[config.mk]
export PLATFORM = sky130hd
export DESIGN_NAME = wifi_synth_channel_word
export DESIGN_NICKNAME = d
export VERILOG_FILES = /design/src/hdl/wsc_pkg.sv /design/src/hdl/wsc_cfg.sv /design/src/hdl/wsc_calc.sv /design/src/hdl/wifi_synth_channel_word.sv
export SDC_FILE = /design/constraint.sdc
export NUM_CORES = 1
export LEC_CHECK = 0
export ABC_AREA = 1
export BUFFER_PORTS_ARGS = -buffer_cell sky130_fd_sc_hd__buf_2
export CAP_MARGIN = 20
export CORE_UTILIZATION = 45
export CTS_BUF_LIST = sky130_fd_sc_hd__clkbuf_2 sky130_fd_sc_hd__clkbuf_4 sky130_fd_sc_hd__clkbuf_8
export CTS_CLUSTER_DIAMETER = 30
export DETAILED_ROUTE_END_ITERATION = 7
export GPL_TIMING_DRIVEN = 0
export SKIP_LAST_GASP = 1
export SLEW_MARGIN = 10
export SYNTH_ARGS = -nofsm -noshare
export SYNTH_HDL_FRONTEND = slang
export SYNTH_SLANG_ARGS = --single-unit
[constraint.sdc]
create_clock -name clk -period 11.2 [get_ports clk]
set_input_delay 2.24 -clock clk [delete_from_list [all_inputs] [get_ports clk]]
set_output_delay 2.24 -clock clk [all_outputs]
set_load 0.02 [all_outputs]
[src/hdl/wsc_pkg.sv]
// Shared types, constants and helper functions for the synthesizer channel word block.
// No dependencies; imported by every module under hdl/.
package wsc_pkg;

  localparam int FREQ_W = 13;
  localparam int WORD_W = 30;
  localparam int IN_TDATA_W = 16;
  localparam int OUT_TDATA_W = 40;

  // Configuration register indexes
  localparam logic CFG_IDX_SYNTH_STYLE = 1'b0;
  localparam logic CFG_IDX_LATE_REV = 1'b1;

  localparam logic [FREQ_W-1:0] FREQ_BAND_SPLIT = 13'd4800;
  localparam logic [FREQ_W-1:0] FREQ_G20_LOW = 13'd5120;
  localparam logic [FREQ_W-1:0] FREQ_JAPAN = 13'd2484;
  localparam logic [FREQ_W-1:0] LEG_BASE_A = 13'd2192;  // f mod 5 == 2 grid origin
  localparam logic [FREQ_W-1:0] LEG_BASE_B = 13'd2224;  // f mod 5 == 4 grid origin

  // Reference select codes as they appear in the word
  localparam logic [1:0] REFSEL_NONE = 2'd0;
  localparam logic [1:0] REFSEL_REV1 = 2'd2;  // select 1, bit-reversed
  localparam logic [1:0] REFSEL_REV2 = 2'd1;  // select 2, bit-reversed
  localparam logic [1:0] REFSEL_10M = 2'd2;
  localparam logic [1:0] REFSEL_20M = 2'd3;

  // floor(2^16/15) and floor(2^15/15) parts of the fractional scaling
  localparam logic [12:0] FRAC_MUL_2G = 13'd4369;
  localparam logic [12:0] FRAC_MUL_5G = 13'd2184;
  // ceil(2^20/15): exact floor(y/15) for any 16-bit y
  localparam logic [16:0] RECIP15 = 17'd69906;
  // inverse of 5 modulo 1024
  localparam logic [7:0] INV5 = 8'd205;

  typedef struct packed {
    logic synth_style;
    logic late_revision;
  } cfg_t;

  typedef struct packed {
    logic [WORD_W-1:0] synth_word;
    logic              valid_res;
    logic              cck_update;
    logic              japan_filter;
    logic              refdiv_one;
  } res_t;

  // f mod 5 via hex digit sums (16 = 1 mod 5)
  function automatic logic [2:0] mod5_13(input logic [FREQ_W-1:0] v);
    logic [5:0] s1;
    logic [4:0] s2;
    logic [4:0] s3;
    s1 = 6'(v[3:0]) + 6'(v[7:4]) + 6'(v[11:8]) + 6'(v[12]);
    s2 = 5'(s1[5:4]) + 5'(s1[3:0]);
    s3 = (s2 >= 5'd15) ? s2 - 5'd15 : s2;
    if (s3 >= 5'd10) begin
      s3 = s3 - 5'd10;
    end else if (s3 >= 5'd5) begin
      s3 = s3 - 5'd5;
    end
    return s3[2:0];
  endfunction

  // Exact division by 5 modulo 1024; only valid where x is a multiple of 5
  function automatic logic [9:0] exact_div5(input logic [9:0] x);
    logic [17:0] p;
    p = 18'(x) * 18'(INV5);
    return p[9:0];
  endfunction

  function automatic logic [12:0] div15(input logic [15:0] y);
    logic [32:0] p;
    p = 33'(y) * 33'(RECIP15);
    return p[32:20];
  endfunction

  function automatic logic [7:0] rev8(input logic [7:0] v);
    logic [7:0] r;
    for (int i = 0; i < 8; i++) begin
      r[i] = v[7-i];
    end
    return r;
  endfunction

endpackage

[src/hdl/wsc_cfg.sv]
// Configuration register file: synthesizer style and chip revision select.
// Depends on wsc_pkg.
module wsc_cfg
  import wsc_pkg::*;
(
  input  logic clk,
  input  logic rst_n,
  input  logic cfg_we,
  input  logic cfg_idx,
  input  logic cfg_wdata,
  output cfg_t cfg
);

  cfg_t cfg_r;
  cfg_t cfg_nxt;

  always_comb begin
    cfg_nxt = cfg_r;
    if (cfg_we) begin
      unique case (cfg_idx)
        CFG_IDX_SYNTH_STYLE: cfg_nxt.synth_style = cfg_wdata;
        CFG_IDX_LATE_REV:    cfg_nxt.late_revision = cfg_wdata;
        default:             cfg_nxt = cfg_r;
      endcase
    end
  end

  always_ff @(posedge clk) begin
    if (!rst_n) begin
      cfg_r.synth_style <= 1'b0;
      cfg_r.late_revision <= 1'b1;
    end else begin
      cfg_r <= cfg_nxt;
    end
  end

  assign cfg = cfg_r;

endmodule

[src/hdl/wsc_calc.sv]
// Combinational channel word datapath: grid detection, exact /5 unit, fractional scaling.
// Depends on wsc_pkg.
module wsc_calc
  import wsc_pkg::*;
(
  input  logic [FREQ_W-1:0] freq_mhz,
  input  cfg_t              cfg,
  output res_t              res
);

  logic              lo_band;
  logic [2:0]        m5;
  logic              m5_zero;
  logic              g20;
  logic              g10;
  logic              l20;
  logic              l10;
  logic [FREQ_W-1:0] d;
  logic [FREQ_W-1:0] leg_base;
  logic [9:0]        x;
  logic [9:0]        q;
  logic [7:0]        chan_pre;
  logic [7:0]        chan8;
  logic              leg_valid;
  logic [1:0]        leg_refsel;
  logic              bmode;
  logic [WORD_W-1:0] leg_word;
  logic [25:0]       fmul;
  logic [15:0]       y;
  logic [12:0]       q15;
  logic [24:0]       chan_frac;
  logic [1:0]        frac_refsel;
  logic [WORD_W-1:0] frac_word;
  logic              is_japan;

  assign lo_band = freq_mhz < FREQ_BAND_SPLIT;
  assign m5 = mod5_13(freq_mhz);
  assign m5_zero = (m5 == 3'd0);
  assign g20 = m5_zero && (freq_mhz[1:0] == 2'b00);
  assign g10 = m5_zero && !freq_mhz[0];
  assign l20 = g20 && (freq_mhz >= FREQ_G20_LOW);
  assign l10 = !l20 && g10;
  assign d = freq_mhz - FREQ_BAND_SPLIT;
  assign bmode = (m5 == 3'd4);
  assign leg_base = bmode ? LEG_BASE_B : LEG_BASE_A;
  assign is_japan = (freq_mhz == FREQ_JAPAN);

  // One shared exact /5 for every grid index and the integer divider
  always_comb begin
    if (!cfg.synth_style) begin
      if (lo_band) begin
        x = freq_mhz[9:0] - leg_base[9:0];
      end else if (l20) begin
        x = d[11:2];
      end else if (l10) begin
        x = d[10:1];
      end else begin
        x = d[9:0];
      end
    end else if (g20) begin
      x = freq_mhz[11:2];
    end else begin
      x = freq_mhz[10:1];
    end
  end

  assign q = exact_div5(x);

  // Legacy word
  always_comb begin
    if (lo_band || l20) begin
      chan_pre = {q[5:0], 2'b00};
    end else if (l10) begin
      chan_pre = {q[6:0], 1'b0};
    end else begin
      chan_pre = q[7:0];
    end
    chan8 = rev8(chan_pre);

    if (lo_band) begin
      leg_valid = (m5 == 3'd2) || (m5 == 3'd4);
      leg_refsel = REFSEL_NONE;
    end else begin
      leg_valid = m5_zero;
      if (l10 && cfg.late_revision) begin
        leg_refsel = REFSEL_REV2;
      end else begin
        leg_refsel = REFSEL_REV1;
      end
    end

    if (leg_valid) begin
      leg_word = {14'd0, chan8, 2'b00, 1'b1, 1'b0, leg_refsel, bmode && lo_band, 1'b1};
    end else begin
      leg_word = '0;
    end
  end

  // Fractional word: f*2^16/15 = f*4369 + f/15, f*2^15/15 = f*2184 + 8f/15
  assign fmul = 26'(freq_mhz) * 26'(lo_band ? FRAC_MUL_2G : FRAC_MUL_5G);
  assign y = lo_band ? {3'b000, freq_mhz} : {freq_mhz, 3'b000};
  assign q15 = div15(y);
  assign chan_frac = fmul[24:0] + 25'(q15);

  always_comb begin
    if (g20) begin
      frac_refsel = REFSEL_20M;
    end else if (g10) begin
      frac_refsel = REFSEL_10M;
    end else begin
      frac_refsel = REFSEL_NONE;
    end

    if (lo_band) begin
      frac_word = {1'b1, 1'b1, REFSEL_NONE, 1'b0, chan_frac};
    end else if (frac_refsel == REFSEL_NONE) begin
      frac_word = {1'b0, 1'b1, REFSEL_NONE, 1'b0, chan_frac};
    end else begin
      frac_word = (WORD_W'(frac_refsel) << 26) | (WORD_W'(q[8:0]) << 17)
                | (WORD_W'(q[9]) << 10);
    end
  end

  always_comb begin
    if (!cfg.synth_style) begin
      res.synth_word = leg_word;
      res.valid_res = leg_valid;
      res.cck_update = lo_band && leg_valid;
      res.japan_filter = lo_band && leg_valid && is_japan;
      res.refdiv_one = 1'b0;
    end else begin
      res.synth_word = frac_word;
      res.valid_res = 1'b1;
      res.cck_update = lo_band;
      res.japan_filter = lo_band && is_japan;
      res.refdiv_one = !lo_band && !g10;
    end
  end

endmodule

[src/hdl/wifi_synth_channel_word.sv]
// Top level of the synthesizer channel word block: input register, datapath, result register.
// Depends on wsc_pkg, wsc_cfg and wsc_calc.
//
// Usage:
//   in_*  : one transfer carries a centre frequency in MHz (in_tdata[12:0]).
//   out_* : one transfer per input with the 30-bit control word and flags.
//   cfg_* : write-only registers (0 synth style, 1 late revision), written while idle.
// out_tvalid rises once the item has passed the input register and then the result
// register; one item per cycle is sustained while the receiver keeps out_tready high,
// with a single pass through the datapath (one exact /5 multiplier and the fractional
// scaling multipliers between the two registers).
// The input register keeps accepting while a finished result waits in the
// output register; with both full and the receiver stalled, in_tready drops.
// Reset (rst_n low, synchronous) empties both stages and sets legacy style with
// late revision selected. Results are never dropped or repeated under stall.
module wifi_synth_channel_word
  import wsc_pkg::*;
(
  input  logic                   clk,
  input  logic                   rst_n,
  input  logic                   cfg_we,
  input  logic                   cfg_idx,
  input  logic                   cfg_wdata,
  input  logic                   in_tvalid,
  output logic                   in_tready,
  input  logic [IN_TDATA_W-1:0]  in_tdata,   // [12:0] freq_mhz, [15:13] zero
  output logic                   out_tvalid,
  input  logic                   out_tready,
  // [29:0] synth_word, [30] valid_res, [31] cck_update, [32] japan_filter,
  // [33] refdiv_one, [39:34] zero
  output logic [OUT_TDATA_W-1:0] out_tdata
);

  cfg_t              cfg;
  res_t              res;
  logic              s1_valid_r;
  logic              s1_valid_nxt;
  logic [FREQ_W-1:0] freq_r;
  logic              out_valid_r;
  logic              out_valid_nxt;
  res_t              res_r;
  logic              s2_en;

  wsc_cfg u_cfg (
    .clk       (clk),
    .rst_n     (rst_n),
    .cfg_we    (cfg_we),
    .cfg_idx   (cfg_idx),
    .cfg_wdata (cfg_wdata),
    .cfg       (cfg)
  );

  wsc_calc u_calc (
    .freq_mhz (freq_r),
    .cfg      (cfg),
    .res      (res)
  );

  assign s2_en = !out_valid_r || out_tready;
  assign in_tready = !s1_valid_r || s2_en;
  assign s1_valid_nxt = in_tready ? in_tvalid : s1_valid_r;
  assign out_valid_nxt = s2_en ? s1_valid_r : out_valid_r;

  always_ff @(posedge clk) begin
    if (!rst_n) begin
      s1_valid_r <= 1'b0;
      out_valid_r <= 1'b0;
    end else begin
      s1_valid_r <= s1_valid_nxt;
      out_valid_r <= out_valid_nxt;
    end
  end

  always_ff @(posedge clk) begin
    if (in_tready && in_tvalid) begin
      freq_r <= in_tdata[FREQ_W-1:0];
    end
    if (s2_en && s1_valid_r) begin
      res_r <= res;
    end
  end

  assign out_tvalid = out_valid_r;
  assign out_tdata = {6'd0, res_r.refdiv_one, res_r.japan_filter, res_r.cck_update,
                      res_r.valid_res, res_r.synth_word};

  // An accepted transfer always lands in the input stage
  a_in_lands: assert property (@(posedge clk) disable iff (!rst_n)
    (in_tvalid && in_tready) |=> s1_valid_r)
    else $error("accepted input not held in input stage");

  // A pending input moves on once the result register frees up
  a_s1_moves: assert property (@(posedge clk) disable iff (!rst_n)
    (s1_valid_r && s2_en) |=> out_valid_r)
    else $error("input stage item lost on its way to the result register");

  // Rejected frequency carries an all-zero word and no CCK update
  a_invalid_zero: assert property (@(posedge clk) disable iff (!rst_n)
    (out_valid_r && !res_r.valid_res) |-> (res_r.synth_word == '0 && !res_r.cck_update))
    else $error("invalid frequency produced a word");

  // Japan bit only with a CCK update, and never alongside a forced divider
  a_flags: assert property (@(posedge clk) disable iff (!rst_n)
    out_valid_r |-> ((!res_r.japan_filter || res_r.cck_update)
                     && !(res_r.refdiv_one && res_r.cck_update)))
    else $error("inconsistent result flags");

endmodule
======== Word level (Yosys, flattened, before mapping) ========
Cells that the tools add are included.
word-level totals
  bits in registers ....................... 51
  bits of input ports ..................... 23
  word-level logic and storage cells ...... 83
operators by class
  $add $sub $neg .......................... 10
  multipliers ............................. 3
  order comparisons ....................... 5
  equal/unequal tests ..................... 3
  multiplexer cells ....................... 22
  bitwise logic cells ..................... 3
  reductions and logical operators ........ 27
operators by type and width
  kind                                                 number
  two-way mux 30 bit                                   2
  two-way mux 10 bit                                   5
  two-way mux 34 bit                                   1
  multiplier 16 x 16 -> 32 bit, second input constant  1
  two-way mux 16 bit                                   2
  OR 30 x 11 -> 30 bit                                 1
  OR 28 x 26 -> 28 bit                                 1
  adder 25 x 13 -> 25 bit                              1
  multiplier 13 x 13 -> 25 bit                         1
  two-way mux 8 bit                                    2
  == test 13 x 12 -> 1 bit, second input constant      1
  >= comparator 13 bit, second input constant          1
  < comparator 13 bit, second input constant           1
  two-way mux 13 bit                                   1
  logical AND 1 bit                                    12
  subtractor 12 x 10 -> 12 bit, second input constant  1
  >= comparator 5 x 4 -> 1 bit, second input constant  2
  multiplier 10 x 8 -> 10 bit, second input constant   1
  subtractor 10 bit                                    1
  two-way mux 2 bit                                    4
  adder 6 x 1 -> 6 bit                                 1
  adder 6 x 4 -> 6 bit                                 1
  zero test 1 bit                                      6
  two-way mux 3 bit                                    2
  16 further kinds                                     21

======== Depth between registers and ports, before layout ========
  depth after elaboration ................. 24
  gate-level depth with buffers ........... 61
  mapped depth without buffers ............ 61

======== Hierarchy ========
From an unflattened synthesis, not the netlist that was laid out.
second synthesis, totals
  cells, all modules ...................... 1239
  area, all modules ....................... 10233.6 µm²
modules (own cells, without submodules)
  module                   instances  cells each  area an instance (µm²)  seq. area each (µm²)
  wsc_calc                 1          1160        8590.7                  0.0
  wifi_synth_channel_word  1          67          1555.2                  1451.4
  wsc_cfg                  1          12          87.6                    40.0

======== Worst setup path before layout ========
Ideal clock, no wire load.
  kind .................................... register -> register
  start ................................... reg freq_r[4]
  end ..................................... reg res_r, in the netlist out_tdata[10] (data pin)
  setup time .............................. 0.256 ns
  arrival ................................. 8.439 ns
  data required time ...................... 10.944 ns
  slack ................................... 2.505 ns
  cell stages (with the launch flop) ...... 51
  path buffers ............................ 0
  period minus slack after synthesis ...... 8.695 ns
  cell sequence ........................... edfxtp_1 -> ha_1 -> fa_1 -> fa_1 -> nand2_1 -> nand2_1 -> a21oi_1 -> xor2_1 -> ha_1 -> fa_1 -> ha_1 -> nor3b_1 -> ha_1 -> inv_1 -> nand2_1 -> inv_2 -> nand2_4 -> o21ai_2 -> [15 not listed] -> nand2_1 -> ha_1 -> inv_1 -> fa_1 -> fa_1 -> fa_1 -> inv_1 -> ha_1 -> inv_1 -> o21bai_1 -> xor2_1 -> inv_1 -> nand3_1 -> nand2_1 -> inv_1 -> nand2_1 -> nand3_1 -> nand2_1
RTL lines
  item                    RTL line                       RTL
  from (decl)             wifi_synth_channel_word.sv:38  logic [FREQ_W-1:0] freq_r;
  from (signal assigned)  wifi_synth_channel_word.sv:76  freq_r <= in_tdata[FREQ_W-1:0];
  to (signal assigned)    wifi_synth_channel_word.sv:79  res_r <= res;
  to (decl)               wifi_synth_channel_word.sv:41  res_t res_r;

======== Worst setup path in the final report ========
  start ................................... reg freq_r[6]
  end ..................................... reg res_r, in the netlist out_tdata[24] (data pin)
between the ends
  longest elaborated chain between the ends .. 24
  elaborated cells on any way between the ends .. 44
ends and longest elaborated chain
  item                                                        RTL line         RTL
  branches (longest 22 deep; another with subtractor 10 bit)  -
  two-way mux 30 bit *                                        wsc_calc.sv:114  if (lo_band) begin
  two-way mux 34 bit *                                        wsc_calc.sv:125  if (!cfg.synth_style) begin
Mark *: on every way between the ends.
A chain may end at the register's enable or synchronous reset.

==> flow_summary.ini <==
[clock_tree]
cts_buffer_depth = 2
clock_latency_ns = 0.35
clockRootBuffer = clkbuf_8
cts_buffers = 5
cts_tree = built
clkTransAtPathRegs_ns = 0.13
postCtsSetupBuffers = 0
cts_htree_levels = 2
clock-sinks = 51

[timing]
tightest_slew_ns = 1.08
post-route-min-period_ns = 10.31
fin_crit_sh = 0.920
tns_ns = 0
max_slew_margin = 0.274
report.final.hold_viol_count = 0
fmax_mhz = 97.0
rsz0062_at_grt = false
setup_viol = 0
final.setup.worst_slack_ns = 0.894
finalClockSkew_ns = 0.0300
finalMaxSlewViolations = 0
holdWs_ns = 0.513

[layout]
mostFrequentLayoutCells = inv_1 (239), ha_1 (224), nand2_1 (165), a21oi_1 (86), fa_1 (83)
layout_commonest_cell = inv_1
nNetsFinal = 1656
diodes = 0
stdcell_area_um2 = 11000
area_growth_pct = 8.99
drive_gt1_frac = 0.0912
fill_cells = 2121

[worst_setup_path]
critical_path_class = reg -> reg
required_ns = 11.29
worstSetupStartpointType = flip-flop
cp_slowest_stage_delay_ns = 0.92
crit_slowest_cell = o21ai_0
crit_path_max_fanout = 10
cp.arrival_ns = 10.40
reg2regPathDepth = 38
worstSetupEndpointType = flip-flop

[synthesis]
syn_inst = 1224
ys_seq_area_frac = 0.147
synth_area_per_cell_um2 = 8.28
async_flop_share = 0
synth_edf_count = 47
synthFlopType = edfxtp_1
netlist-cell-type-count = 53
syn_area_um2 = 10100
synth-seq-cells = 51
yosys_warnings = 0

[grt]
grt_overflow = 0
grt_pass1_vias = 8184
grt_use_total = 0.225
antenna_found_initial = 0
grt_max_degree = 29
grt_pass1_wl_um = 41400

[placement]
gp_congestion = 0.949
place_ws_ns = 0.491
portBuffers = 55
placed_area_um2 = 10900
place_hpwl_um = 21700

[die]
core-area_um2 = 22000
start_util = 0.462
io_pins = 65
num_rows = 54
chipHeight_um = 152
dieArea_um2 = 23100
die_width_um = 152

[min_path]
holdPathStages = 2
hp-class = reg -> reg

[detailed_routing]
initialDrtViolationCount = 441
via_per_inst = 5.14
ant_nets = 0
route.vias.total = 8267
wl_per_cell_um = 15.5
wirelength_um = 24900
drc = 20
firstDrtPassIters = 7

[outcome]
violations = DRC
outcome = finished with violations

[job]
drv_cap = 0
cells by family after synthesis:
family          after synthesis  synth area share
fa+ha+maj                   307             0.440
other cells                   2          0.000741
flops                        51             0.147
buf+inv                     277             0.105
compound gates              212             0.119
simple gates                321             0.141
xor+xnor                     54            0.0467
layer usage:
metal | vias up | global-route usage | part of all wire
met1 | 3817 | 0.311 | 0.48
li1 | 4186 | - | -
met5 | - | 0 | 0
met2 | 233 | 0.384 | 0.46
met3 | 31 | 0.0185 | 0.044
met4 | 0 | 0.0510 | 0.018
repair_timing:
action,4_1_cts,5_1_grt
resized for setup,0,8
hold buffers,0,0
setup endpoints to repair,0,7
cells in the mapped netlist (6+ instances only):
master | number | area (um^2)
inv_1 | 239 | 897
xor2_1 | 38 | 333
nand3_1 | 41 | 205
o21bai_1 | 8 | 60.1
fa_1 | 83 | 1660
xnor2_1 | 16 | 140
o22ai_1 | 9 | 56.3
edfxtp_1 | 47 | 1410
inv_2 | 12 | 45.0
buf_4 | 6 | 45.0
nand2_1 | 165 | 619
nor2_1 | 70 | 263
clkbuf_1 | 9 | 33.8
nand2_2 | 14 | 87.6
nand4_1 | 8 | 50.1
o211ai_1 | 9 | 67.6
ha_1 | 224 | 2800
a21oi_1 | 87 | 435
o21ai_0 | 55 | 275
o21ai_1 | 16 | 80.1
state kept, by name, indices dropped and copies added, names as in the netlist:
| name | count |
|---|---|
| s1_valid_r | 1 |
| freq_r | 13 |
| out_tdata | 34 |
| u_cfg.cfg | 2 |
| out_tvalid | 1 |
final timing paths:
path                             start                          end  slack [ns]
min          u_cfg.cfg[0]$_SDFFE_PN1P_    u_cfg.cfg[0]$_SDFFE_PN1P_        0.51
max                freq_r[6]$_DFFE_PP_  out_tdata[24]$_SDFFCE_PN0P_        0.89
min reg2reg  u_cfg.cfg[0]$_SDFFE_PN1P_    u_cfg.cfg[0]$_SDFFE_PN1P_        0.51
max reg2reg        freq_r[6]$_DFFE_PP_  out_tdata[24]$_SDFFCE_PN0P_        0.89
area by class of cell:
| cell class | count | area [um^2] | share of cell area |
|---|---|---|---|
| multi-input combinational | 934 | 7730 | 0.700 |
| sequential | 51 | 1490 | 0.135 |
| inverter | 255 | 957 | 0.0867 |
| tap | 280 | 350 | 0.0317 |
| timing repair buffer | 57 | 303 | 0.0274 |
| buffer | 22 | 116 | 0.0105 |
| clock buffer | 5 | 68.8 | 0.00623 |
| clock inverter | 3 | 28.8 | 0.00261 |
worst max-delay path, delay by kind of cell, from the launching register on:
family / cells / cell delay [ns]
flops: 1 / 0.58
simple gates: 10 / 1.13
fa+ha+maj: 8 / 2.77
buf+inv: 5 / 1.17
compound gates: 13 / 3.90
xor+xnor: 2 / 0.50
per-stage QoR:
stage               cells  utilization
detailed placement   1599        0.498
global route         1607        0.503
global placement     1597        0.497
finish               1607        0.503
CTS                  1607        0.503
floorplan            1262            -
Power is left out: the tool's default activity adds up to more than one toggle a clock period on the data nets, which glitch-free logic cannot reach.
